`config.mk`:
```
export PLATFORM = sky130hd
export DESIGN_NAME = ble_adv_service_filter
export DESIGN_NICKNAME = d
export VERILOG_FILES = /design/src/hw/rtl/bleasf_pkg.sv /design/src/hw/rtl/ble_adv_service_filter.sv
export SDC_FILE = /design/constraint.sdc
export NUM_CORES = 1
export LEC_CHECK = 0
export ABC_AREA = 1
export ABC_CLOCK_PERIOD_IN_PS = 2170
export BUFFER_PORTS_ARGS = -buffer_cell sky130_fd_sc_hd__buf_2
export CAP_MARGIN = 10
export CELL_PAD_IN_SITES_DETAIL_PLACEMENT = 0
export CELL_PAD_IN_SITES_GLOBAL_PLACEMENT = 2
export CORE_UTILIZATION = 35
export DETAILED_ROUTE_END_ITERATION = 8
export PLACE_DENSITY_LB_ADDON = 0.1
export REMOVE_ABC_BUFFERS = 1
export SLEW_MARGIN = 20
export SYNTH_ARGS = -nofsm -noshare
export SYNTH_HDL_FRONTEND = slang
export SYNTH_SLANG_ARGS = --single-unit
```
`constraint.sdc`:
```
create_clock -name clk -period 2.17 [get_ports clk]
set_input_delay 0.434 -clock clk [delete_from_list [all_inputs] [get_ports clk]]
set_output_delay 0.434 -clock clk [all_outputs]
set_load 0.05 [all_outputs]
```
`src/hw/rtl/bleasf_pkg.sv`:
```
// Types, codes and UUID lookup for the advertising service filter.
// No dependencies.
package bleasf_pkg;

    typedef enum logic [1:0] {
        PH_LENGTH = 2'd0,
        PH_TYPE   = 2'd1,
        PH_VALUE  = 2'd2
    } parse_phase_t;

    typedef enum logic [1:0] {
        CLS_OTHER   = 2'd0,
        CLS_LIST    = 2'd1,
        CLS_SVCDATA = 2'd2
    } field_class_t;

    localparam logic [7:0] AD_UUID16_INCOMPLETE = 8'h02;
    localparam logic [7:0] AD_UUID16_COMPLETE   = 8'h03;
    localparam logic [7:0] AD_SVC_DATA_UUID16   = 8'h16;

    localparam logic [15:0] UUID_HEART_RATE  = 16'h180D;
    localparam logic [15:0] UUID_CYCLING_SC  = 16'h1816;
    localparam logic [15:0] UUID_CYCLING_PWR = 16'h1818;

    localparam int unsigned MASK_W = 3;

    // One-hot service bit for a recognized UUID, zero otherwise.
    function automatic logic [MASK_W-1:0] uuid_to_bit(input logic [15:0] uuid);
        logic [MASK_W-1:0] bits;
        bits = '0;
        if (uuid == UUID_HEART_RATE) begin
            bits = 3'b001;
        end else if (uuid == UUID_CYCLING_SC) begin
            bits = 3'b010;
        end else if (uuid == UUID_CYCLING_PWR) begin
            bits = 3'b100;
        end
        return bits;
    endfunction

endpackage

```
`src/hw/rtl/ble_adv_service_filter.sv`:
```
// The result is registered: it appears on the output in the cycle after the last byte is transferred.
// Throughput: one payload byte per cycle; the parse state updates in the cycle of transfer.
// The only stall comes from the result register: while a result waits, input is held off.
// Reset: rst_n is asynchronous and active low; it clears the parse state and the result valid.
// Depends on bleasf_pkg.
module ble_adv_service_filter (
    input  logic                          clk,
    input  logic                          rst_n,
    input  logic                          in_valid,
    output logic                          in_ready,
    input  logic [7:0]                    data_byte,
    input  logic                          last_byte,
    output logic                          out_valid,
    input  logic                          out_ready,
    output logic [bleasf_pkg::MASK_W-1:0] service_mask,
    output logic                          malformed
);
    import bleasf_pkg::*;

    // Running parse state for the packet in flight.
    parse_phase_t      phase_reg, phase_next;
    field_class_t      class_reg, class_next;
    logic [7:0]        left_reg, left_next;
    logic [7:0]        pos_reg, pos_next;
    logic [7:0]        uuid_lo_reg, uuid_lo_next;
    logic [MASK_W-1:0] found_reg, found_next;
    logic              err_reg, err_next;
    logic              term_reg, term_next;

    // Result register; the payload needs no reset.
    logic              res_valid_reg, res_valid_next;
    logic [MASK_W-1:0] res_mask_reg, res_mask_next;
    logic              res_bad_reg, res_bad_next;

    // Values after this byte has been consumed, before the end-of-packet clear.
    parse_phase_t      c_phase;
    field_class_t      c_class;
    logic [7:0]        c_left;
    logic [7:0]        c_pos;
    logic [7:0]        c_uuid_lo;
    logic [MASK_W-1:0] c_found;
    logic              c_err;
    logic              c_term;
    logic              take;
    logic              bad;
    logic              accept;

    // A byte can be taken whenever the result register is empty or being drained.
    assign in_ready = !res_valid_reg || out_ready;
    assign accept   = in_valid && in_ready;

    // Consume one byte of the length-type-value walk. Once an error or a zero
    // length byte has been seen, bytes are ignored until the packet ends.
    always_comb
    begin
        c_phase   = phase_reg;
        c_class   = class_reg;
        c_left    = left_reg;
        c_pos     = pos_reg;
        c_uuid_lo = uuid_lo_reg;
        c_found   = found_reg;
        c_err     = err_reg;
        c_term    = term_reg;
        take      = 1'b0;
        if (!err_reg && !term_reg) begin
            unique case (phase_reg)
                PH_LENGTH:
                begin
                    if (data_byte == 8'd0) begin
                        c_term = 1'b1;
                    end else if (data_byte == 8'd1) begin
                        c_err = 1'b1;
                    end else begin
                        c_left  = data_byte - 8'd1;
                        c_phase = PH_TYPE;
                    end
                end
                PH_TYPE:
                begin
                    priority if (data_byte == AD_UUID16_INCOMPLETE ||
                                 data_byte == AD_UUID16_COMPLETE) begin
                        // A UUID16 list must hold whole UUIDs.
                        if (left_reg[0]) begin
                            c_err = 1'b1;
                        end else begin
                            c_class = CLS_LIST;
                            c_pos   = '0;
                            c_phase = PH_VALUE;
                        end
                    end else if (data_byte == AD_SVC_DATA_UUID16 && left_reg >= 8'd2) begin
                        c_class = CLS_SVCDATA;
                        c_pos   = '0;
                        c_phase = PH_VALUE;
                    end else begin
                        // Unknown types, and service data too short for a UUID, are skipped.
                        c_class = CLS_OTHER;
                        c_pos   = '0;
                        c_phase = PH_VALUE;
                    end
                end
                PH_VALUE:
                begin
                    take = (class_reg == CLS_LIST) ||
                           (class_reg == CLS_SVCDATA && pos_reg < 8'd2);
                    if (take) begin
                        if (!pos_reg[0]) begin
                            c_uuid_lo = data_byte;
                        end else begin
                            c_found = found_reg | uuid_to_bit({data_byte, uuid_lo_reg});
                        end
                    end
                    c_pos  = pos_reg + 8'd1;
                    c_left = left_reg - 8'd1;
                    if (c_left == 8'd0) begin
                        c_phase = PH_LENGTH;
                    end
                end
                default:
                begin
                    c_phase = PH_LENGTH;
                end
            endcase
        end
    end

    // A packet is malformed on an error, or when it ends inside a field.
    assign bad = c_err || (!c_term && c_phase != PH_LENGTH);

    always_comb
    begin
        phase_next     = phase_reg;
        class_next     = class_reg;
        left_next      = left_reg;
        pos_next       = pos_reg;
        uuid_lo_next   = uuid_lo_reg;
        found_next     = found_reg;
        err_next       = err_reg;
        term_next      = term_reg;
        res_valid_next = res_valid_reg && !out_ready;
        res_mask_next  = res_mask_reg;
        res_bad_next   = res_bad_reg;
        if (accept) begin
            if (last_byte) begin
                // Publish the result and return to the reset state for the next packet.
                res_valid_next = 1'b1;
                res_mask_next  = bad ? '0 : c_found;
                res_bad_next   = bad;
                phase_next     = PH_LENGTH;
                class_next     = CLS_OTHER;
                left_next      = '0;
                pos_next       = '0;
                uuid_lo_next   = '0;
                found_next     = '0;
                err_next       = 1'b0;
                term_next      = 1'b0;
            end else begin
                phase_next   = c_phase;
                class_next   = c_class;
                left_next    = c_left;
                pos_next     = c_pos;
                uuid_lo_next = c_uuid_lo;
                found_next   = c_found;
                err_next     = c_err;
                term_next    = c_term;
            end
        end
    end

    always_ff @(posedge clk or negedge rst_n)
    begin
        if (!rst_n) begin
            phase_reg     <= PH_LENGTH;
            class_reg     <= CLS_OTHER;
            left_reg      <= '0;
            pos_reg       <= '0;
            uuid_lo_reg   <= '0;
            found_reg     <= '0;
            err_reg       <= 1'b0;
            term_reg      <= 1'b0;
            res_valid_reg <= 1'b0;
        end else begin
            phase_reg     <= phase_next;
            class_reg     <= class_next;
            left_reg      <= left_next;
            pos_reg       <= pos_next;
            uuid_lo_reg   <= uuid_lo_next;
            found_reg     <= found_next;
            err_reg       <= err_next;
            term_reg      <= term_next;
            res_valid_reg <= res_valid_next;
        end
    end

    always_ff @(posedge clk)
    begin
        res_mask_reg <= res_mask_next;
        res_bad_reg  <= res_bad_next;
    end

    assign out_valid    = res_valid_reg;
    assign service_mask = res_mask_reg;
    assign malformed    = res_bad_reg;

endmodule

```
After elaboration in Yosys (flattened, before gate mapping)
Cells that the tools add are included.
{ "word_totals": {"ram_bits": 0, "latchBits": 0, "regBits": 38, "n_memories": 0, "word_cells": 117, "output_inout_bits": 6, "rom_bits": 0, "in_bits": 13} }
{ "classes": {"n_div": 0, "mul": 0, "magnitude_cmp": 2, "n_shift": 0, "reduce_logical": 30, "addsub": 3, "muxes": 54, "bitwise": 1, "eq_ne": 16} }
{ "op_table": {"columns": ["op", "n"], "rows": [
  ["8-bit 2-to-1 mux", 13],
  ["16-bit by 13-bit equality test with 1-bit output, second input constant", 3],
  ["3-bit 2-to-1 mux", 12],
  ["8-bit one-hot mux with 2 select lines", 2],
  ["2-bit 2-to-1 mux", 13],
  ["8-bit by 2-bit equality test with 1-bit output, second input constant", 2],
  ["8-bit logical NOT", 2],
  ["8-bit by 1-bit subtractor with 8-bit output, second input constant", 2],
  ["1-bit 2-to-1 mux", 12],
  ["5-bit AND reduction", 2],
  ["2-bit nonzero test", 5],
  ["3-bit != test, second input constant", 3],
  ["8-bit by 1-bit adder with 8-bit output, second input constant", 1],
  ["8-bit by 1-bit equality test with 1-bit output, second input constant", 1],
  ["8-bit by 5-bit equality test with 1-bit output, second input constant", 1],
  ["8-bit by 2-bit greater-or-equal comparator with 1-bit output, second input constant", 1],
  ["8-bit by 2-bit < comparator with 1-bit output, second input constant", 1],
  ["4-bit AND reduction", 2],
  ["1-bit logical AND", 6],
  ["2-bit one-hot mux with 3 select lines", 1],
  ["3-bit nonzero test", 2],
  ["1-bit logical NOT", 5],
  ["2-bit by 1-bit equality test with 1-bit output, second input constant", 2],
  ["2-bit equality test, second input constant", 2],
  ["other kinds (7)", 10]
]} }

Depth between registers and ports, before layout
Gate-level depths: netlist (run 1).
{ "depth": {"ltp_word": 14, "ltp_mapped": 13, "mapped_depth_nobuf": 13} }

Least setup slack after synthesis (run 1)
OpenSTA, ideal clock, no wires.
{ "synth_timing": {"path_kind": "register -> register", "startpoint": "reg res_valid_reg (netlist: out_valid)", "endpoint": "reg pos_reg[3]", "t_arrival_ns": 1.810, "slack_ns": 0.241, "n_path_buf": 1, "path_stages_with_launch": 10, "synth_period_minus_slack_ns": 1.929, "required_time_ns": 2.051, "setup_time_ns": 0.119, "path_cell_list": "dfrtp_1 > nand2_2 > nand2_2 > clkinv_2 > o21ai_2 > nor2_1 > nand2_1 > buf_6 > nor2_1 > o21a_1"} }
{ "synth_via": {"elab_chain_len": 4} }
{ "synth_rtl": {"columns": ["item", "line_no", "source"], "rows": [
  ["from (decl)", "ble_adv_service_filter.sv:31", "logic res_valid_reg, res_valid_next;"],
  ["from (signal assigned)", "ble_adv_service_filter.sv:190", "res_valid_reg <= res_valid_next;"],
  ["1-bit logical NOT", "ble_adv_service_filter.sv:49", "assign in_ready = !res_valid_reg || out_ready;"],
  ["1-bit logical OR", "ble_adv_service_filter.sv:49", null],
  ["named net in_ready", "ble_adv_service_filter.sv:10", "output logic in_ready,"],
  ["1-bit logical AND", "ble_adv_service_filter.sv:50", "assign accept = in_valid && in_ready;"],
  ["4-bit AND reduction (no source line)", null, null],
  ["to (signal assigned)", "ble_adv_service_filter.sv:185", "pos_reg <= pos_next;"],
  ["to (decl)", "ble_adv_service_filter.sv:24", "logic [7:0] pos_reg, pos_next;"]
]} }
The timed path passes the listed nets, and every way through them passes these cells.
A chain may end at the register's enable or synchronous reset.

Worst setup path in the final report (run 1)
{ "layout_timing": {"startpoint": "reg left_reg[1]", "endpoint": "reg res_mask_reg[0] (netlist: service_mask[0]) (data pin)"} }
{ "layout_via": {"elab_chain_len": 8} }
{ "layout_rtl": {"columns": ["item", "line_no", "source"], "rows": [
  ["from (decl)", "ble_adv_service_filter.sv:23", "logic [7:0] left_reg, left_next;"],
  ["from (signal assigned)", "ble_adv_service_filter.sv:184", "left_reg <= left_next;"],
  ["8-bit by 1-bit subtractor with 8-bit output", "ble_adv_service_filter.sv:113", "c_left = left_reg - 8'd1;"],
  ["8-bit logical NOT", "ble_adv_service_filter.sv:114", "if (c_left == 8'd0) begin"],
  ["2-bit 2-to-1 mux", "ble_adv_service_filter.sv:114", null],
  ["2-bit one-hot mux with 3 select lines", "ble_adv_service_filter.sv:66", "unique case (phase_reg)"],
  ["2-bit 2-to-1 mux", "ble_adv_service_filter.sv:65", "if (!err_reg && !term_reg) begin"],
  ["2-bit nonzero test", "ble_adv_service_filter.sv:127", "assign bad = c_err || (!c_term && c_phase != PH_LENGTH);"],
  ["1-bit logical AND", "ble_adv_service_filter.sv:127", null],
  ["1-bit logical OR", "ble_adv_service_filter.sv:127", null],
  ["named net bad", "ble_adv_service_filter.sv:45", "logic bad;"],
  ["to (signal assigned)", "ble_adv_service_filter.sv:196", "res_mask_reg <= res_mask_next;"],
  ["to (decl)", "ble_adv_service_filter.sv:32", "logic [MASK_W-1:0] res_mask_reg, res_mask_next;"]
]} }
The timed path passes the listed nets, and every way through them passes these cells.

==> results of run 1 <==
[metrics by stage]
step	worst slack, ns	instances	util, %	hold WS [ns]	power (uW)
after floorplan	0.1395	312	-	0.1384	1840
after global placement	0.1661	432	39.63	0.4544	2172
final	0.3021	440	41.65	0.1061	2877
after CTS	0.2742	440	41.65	0.1296	2916
after global routing	0.02595	440	41.65	0.1470	3122
after detailed placement	0.1274	432	39.63	0.4583	2159
[metal layers]
layer | global-route usage, % | up-vias | share of wire, %
met5 | 0 | - | 0
met4 | 4.091 | 0 | 1.0
met3 | 2.762 | 7 | 2.7
met2 | 28.07 | 32 | 44
met1 | 25.63 | 1015 | 52
li1 | - | 1107 | -
[critical path, delay by kind of cell (launching register included)]
kind	cells	cell delay (ns)
adder cells (fa/ha/maj)	1	0.22
buffers and inverters	2	0.15
flip-flops	1	0.41
AND/OR/NAND/NOR	10	0.84
[area by class of cell]
type | instances | area [um^2]
clock inverters | 3 | 68.82
well taps | 96 | 120.1
inverters | 41 | 155.1
multi-input cells | 233 | 1326
repair buffers | 24 | 135.1
clock buffers | 5 | 68.82
fillers | 727 | 3986
flip-flops and latches | 38 | 970.9
[cells by family (layout without fill, tap and decap cells)]
family	count (synthesis)	count (layout)	share of synthesized area [%]
simple gates	165	165	33.84
buf+inv	45	73	7.413
fa+ha+maj	9	9	4.539
xor+xnor	4	4	1.412
flops	38	38	39.13
compound gates	55	55	13.67
[power by group]
| part | total, uW | switching (uW) | leakage [uW] | internal, uW |
|---|---|---|---|---|
| registers | 986 | 135 | 0.000496 | 851 |
| logic | 1140 | 767 | 0.000720 | 378 |
| clock network | 747 | 285 | 0.0000683 | 461 |
[placed cells by master, fill, tap and decap left out, types with 2 or more instances in the layout]
cell type  count
o21ai_2        3
o21ai_0       23
buf_4          6
nand4_1        8
nand2_1       55
nor4_1         3
a21oi_4        2
bufinv_16      2
a21oi_1        8
buf_2         18
nand3_1       27
nand2_2        6
nor2_2         9
nor2_4         6
inv_2          4
xor2_1         4
o21ai_1        6
nor3_1         5
ha_1           9
o22ai_1        4
nor3b_1        3
nor2_1        36
clkbuf_8       5
a31oi_1        3
dfrtp_1       34
edfxtp_1       4
inv_1         36
[final timing paths]
| kind | start | to | slack [ns] | cells past startpoint |
|---|---|---|---|---|
| max | left_reg[1] | service_mask[0] | 0.30 | 13 |
| min | rst_n | pos_reg[0] | 0.11 | 1 |
| max reg2reg | left_reg[1] | service_mask[0] | 0.30 | 13 |
| min reg2reg | uuid_lo_reg[7] | uuid_lo_reg[7] | 0.51 | 2 |
| max in group asynchronous | rst_n | uuid_lo_reg[1] | 1.54 | 2 |
| min in group clk | data_byte[7] | uuid_lo_reg[7] | 0.38 | 3 |
==> flow_metrics.py, run 1 <==
metrics = {
    "global_route": {
        "antenna_found_initial": 0,
        "grt_usage_pct": 17.78,
        "grt_max_degree": 23,
        "grt_overflow": 0,
        "grt_pass1_wl_mm": 10.26,
        "grt_pass1_vias": 2086,
    },
    "clock_tree": {
        "cts.sinks": 38,
        "tritoncts": "done",
        "cts.clk_slew.worst_paths_ns": 0.09,
        "h-tree-depth": 2,
        "root_buffer": "clkbuf_8",
        "cts-hold-fix-buffers": 0,
        "numCtsBuffers": 5,
        "clk_latency_ns": 0.30,
        "cts_buffer_depth": 2,
        "cts_resized": 0,
        "cts_setup_buffers": 0,
    },
    "setup_path": {
        "crit_required_ns": 2.23,
        "start_kind": "flip-flop",
        "worstSetupPathType": "flip-flop to flip-flop",
        "critPathArrivalTime_ns": 1.93,
        "end_kind": "flip-flop",
        "crit_path_max_incr_delay_ns": 0.41,
        "path_cells": "inv_1, ha_1, inv_1, nor2_1, nand2_1, nand3_1, nor2_1, nand3_1, nand2_1, nand3_1, nand2_1, nand2_2, nor2_2",
        "slowest_stage": "dfrtp_1",
        "crit_fanout": 4,
    },
    "drt": {
        "drcViolationCount": 0,
        "vias": 2161,
        "vias_per_cell": 4.911,
        "firstDrtPassIters": 4,
        "drt-total-wl_mm": 6.079,
        "drt_iter0_drc": 89,
        "final_antenna_net_count": 0,
        "wl_per_cell_um": 13.82,
    },
    "logic_synthesis": {
        "ys_seq_elements": 38,
        "synth_area_leaders": "dfrtp_1 (34%), nand2_1 (8.3%), inv_1 (5.4%)",
        "ys_seq_area_share_pct": 39.13,
        "avgSynthCellArea_um2": 7.852,
        "synth-main-ff-cell": "dfrtp_1",
        "syn-cell-area_mm2": 0.002481,
        "yosysMostFrequentCell": "nand2_1",
        "async_reset_ff_share_pct": 89.47,
        "yosys.area.top_type": "dfrtp_1",
        "netlist_instances": 316,
        "netlist-cell-type-count": 40,
        "synth-edff-count": 4,
        "synth_top_area_share_pct": 34.29,
        "yosys_warnings": 0,
        "synthTopCellsByCount": "nand2_1 (55), inv_1 (36), nor2_1 (36)",
    },
    "cells_and_area": {
        "syn2layout_area_growth_pct": 14.67,
        "diodes": 0,
        "drive_above_1_share_pct": 20.06,
        "nets": 365,
        "fin_area_mm2": 0.002845,
    },
    "timing": {
        "grt_setup_unrepaired": "no",
        "relSlewSlack_pct": 64.40,
        "final_hold_viol_count": 0,
        "max_slew.worst_pin.slew_ns": 0.5340,
        "layout_min_cycle_time_ns": 1.868,
        "fmax_ghz": 0.5353,
        "finalMaxSlewViolations": 0,
        "clock_skew_ns": 0.008256,
        "finalSetupViolCount": 0,
        "period_share_pct": 86.08,
        "tns_ns": 0,
    },
    "power_and_ir_drop": {
        "peakVddDrop_uv": 437.3,
        "p_leak_uw": 0.001284,
        "power_density_mw_per_mm2": 1011,
    },
    "floorplanning": {
        "fp-row-count": 30,
        "initial_core_util_pct": 36.32,
        "core_mm2": 0.006832,
        "dieArea_mm2": 0.007430,
        "fp.dieH_um": 86.20,
        "ios": 19,
        "die_w_um": 86.20,
    },
    "outcome": {
        "status": "completed",
    },
    "worst_hold_path": {
        "hold_path.class": "primary input to asynchronous set/reset pin",
    },
    "placement": {
        "portBuffers": 18,
        "gp_congestion": 0.8313,
        "hpwl_mm": 4.717,
        "placed_cell_area_mm2": 0.002708,
    },
    "flow_run": {
        "cap_violations": 0,
    },
}
Power figures use the tool's default switching activity.
==> inputs of run 2 (changes only) <==
--- a/config.mk
+++ b/config.mk
@@ -7,13 +7,13 @@
 export LEC_CHECK = 0
 export ABC_AREA = 1
 export ABC_CLOCK_PERIOD_IN_PS = 2170
-export BUFFER_PORTS_ARGS = -buffer_cell sky130_fd_sc_hd__buf_2
 export CAP_MARGIN = 10
 export CELL_PAD_IN_SITES_DETAIL_PLACEMENT = 0
 export CELL_PAD_IN_SITES_GLOBAL_PLACEMENT = 2
 export CORE_UTILIZATION = 35
 export DETAILED_ROUTE_END_ITERATION = 8
-export PLACE_DENSITY_LB_ADDON = 0.1
+export DONT_BUFFER_PORTS = 1
+export PLACE_DENSITY = 0.73
 export REMOVE_ABC_BUFFERS = 1
 export SLEW_MARGIN = 20
 export SYNTH_ARGS = -nofsm -noshare
==> flow_metrics.py, run 2 (synthesis gave the netlist of run 1 again) <==
metrics = {
    "outcome": {
        "status": "completed",
    },
    "cells_and_area": {
        "layout.cells.non_filler": 423,
        "diodes": 0,
        "final_common_cell": "nand2_1",
        "nets": 348,
        "syn2layout_area_growth_pct": 9.833,
        "fillers": 733,
        "drive_above_1_share_pct": 15.29,
        "final_cell_mix": "nand2_1 (55), inv_1 (36), nor2_1 (36), dfrtp_1 (34), nand3_1 (27)",
        "final_util_pct": 39.89,
    },
    "timing": {
        "finalSetupViolCount": 0,
        "holdWs_ns": 0.2561,
        "final_hold_viol_count": 0,
        "grt_setup_unrepaired": "no",
        "tns_ns": 0,
        "layout_min_cycle_time_ns": 1.963,
        "fmax_ghz": 0.5095,
        "period_share_pct": 90.45,
        "clock_skew_ns": 0.008976,
        "finalMaxSlewViolations": 0,
        "max_slew.worst_pin.slew_ns": 0.4620,
        "relSlewSlack_pct": 69.26,
    },
    "drt": {
        "wl_per_cell_um": 14.24,
        "vias_per_cell": 4.981,
        "vias": 2107,
        "drcViolationCount": 0,
        "drt-total-wl_mm": 6.025,
        "final_antenna_net_count": 0,
        "drt_iter0_drc": 79,
        "firstDrtPassIters": 4,
    },
    "clock_tree": {
        "root_buffer": "clkbuf_8",
        "numCtsBuffers": 5,
        "clk_latency_ns": 0.29,
        "cts_buffer_depth": 2,
        "tritoncts": "done",
        "cts.clk_slew.worst_paths_ns": 0.08,
        "cts_resized": 0,
        "h-tree-depth": 2,
        "cts_setup_buffers": 0,
        "cts-hold-fix-buffers": 2,
        "cts.sinks": 38,
    },
    "setup_path": {
        "timing.rr.start": "left_reg[0]",
        "worstSetupPathType": "flip-flop to flip-flop",
        "crit_end": "malformed",
        "cp_num_cells": 12,
        "path_cells": "inv_1, ha_1, inv_1, nor2_1, nor2_1, nand3_1, nor2_1, nand3_1, nand2_1, nand3_1, nand2_1, nand2_2",
        "crit_fanout": 6,
        "crit_required_ns": 2.21,
        "crit_path_max_incr_delay_ns": 0.48,
        "r2r_slack_ns": 0.21,
        "critPathArrivalTime_ns": 2.00,
        "regToRegEndpoint": "malformed",
        "reg2reg_depth": 12,
        "end_kind": "flip-flop",
        "crit_start": "left_reg[0]",
        "cp_top_family": "simple AND/OR/NAND/NOR gates",
        "start_kind": "flip-flop",
        "slowest_stage": "dfrtp_1",
        "crit_buf_inv": 2,
    },
    "power_and_ir_drop": {
        "p_total_uw": 2604,
        "power_density_mw_per_mm2": 955.7,
        "p_leak_uw": 0.001195,
        "peakVddDrop_uv": 349.0,
    },
    "worst_hold_path": {
        "hold_path_depth": 2,
        "hp-start": "data_byte[0]",
        "hold_path.class": "primary input to flip-flop",
    },
    "global_route": {
        "grt_max_degree": 35,
        "antenna_found_initial": 0,
        "grt_overflow": 0,
        "grt_usage_pct": 17.73,
        "grt_pass1_wl_mm": 10.21,
        "grt_pass1_vias": 2087,
    },
    "floorplanning": {
        "fp.dieH_um": 86.20,
        "dieArea_mm2": 0.007430,
        "fp-row-count": 30,
        "initial_core_util_pct": 36.32,
        "die_w_um": 86.20,
        "core_mm2": 0.006832,
        "ios": 19,
    },
    "placement": {
        "dpl.cell_count": 413,
        "portBuffers": 0,
        "gp_congestion": 0.7709,
        "hpwl_mm": 4.601,
    },
    "flow_run": {
        "cap_violations": 0,
    },
}
[run 2: cell count changes in the layout (fill, tap and decap cells not counted), sizes merged]
| cell | before | now |
|---|---|---|
| bufinv | 2 | 0 |
| dlygate4sd3 | 0 | 1 |
| buf | 24 | 6 |
| clkinv | 2 | 3 |
| clkinvlp | 0 | 1 |
[run 2: how the worst min path moves through the flow]
stage	slack [ns]	to
2_1_floorplan	0.14	class_reg[0]
3_3_place_gp	0.14	pos_reg[5]
3_5_place_dp	0.14	pos_reg[5]
4_1_cts	0.25	uuid_lo_reg[7]
5_1_grt	0.26	uuid_lo_reg[5]
6_report	0.26	uuid_lo_reg[0]
[run 2: final cells by class]
class	count	area [um^2]	area share (%)
multi-input combinational	233	1326	48.67
clock buffer	5	68.82	2.525
clock inverter	3	16.27	0.5969
timing repair buffer	7	67.56	2.479
sequential	38	970.9	35.63
inverter	41	155.1	5.693
tap	96	120.1	4.408
[run 2: worst reg2reg max path, delay by kind of cell, from the launching register on]
family,cells,cell delay [ns]
simple gates,9,0.78
fa+ha+maj,1,0.26
flops,1,0.48
buf+inv,2,0.18
[run 2: through the flow]
step                instance area, um^2  setup slack [ns]
floorplan                          2452            0.1395
global placement                   2610            0.3117
detailed placement                 2610            0.2502
CTS                                2725            0.2208
global route                       2725            0.1087
finish                             2725            0.2072
[run 2: routing by layer]
layer | part of all wire, % | GRT usage [%] | up-vias | wire length (um)
met5 | 0 | 0 | - | 0
met4 | 0.81 | 4.697 | 0 | 49
met3 | 3.7 | 3.714 | 5 | 220
met2 | 45 | 27.92 | 34 | 2695
met1 | 51 | 24.73 | 999 | 3059
li1 | - | - | 1069 | -
[run 2: where the power goes]
group / leakage (uW) / internal (uW) / switching, uW
Combinational: 0.000657 / 363 / 723
Clock: 0.0000416 / 220 / 264
Sequential: 0.000496 / 852 / 182
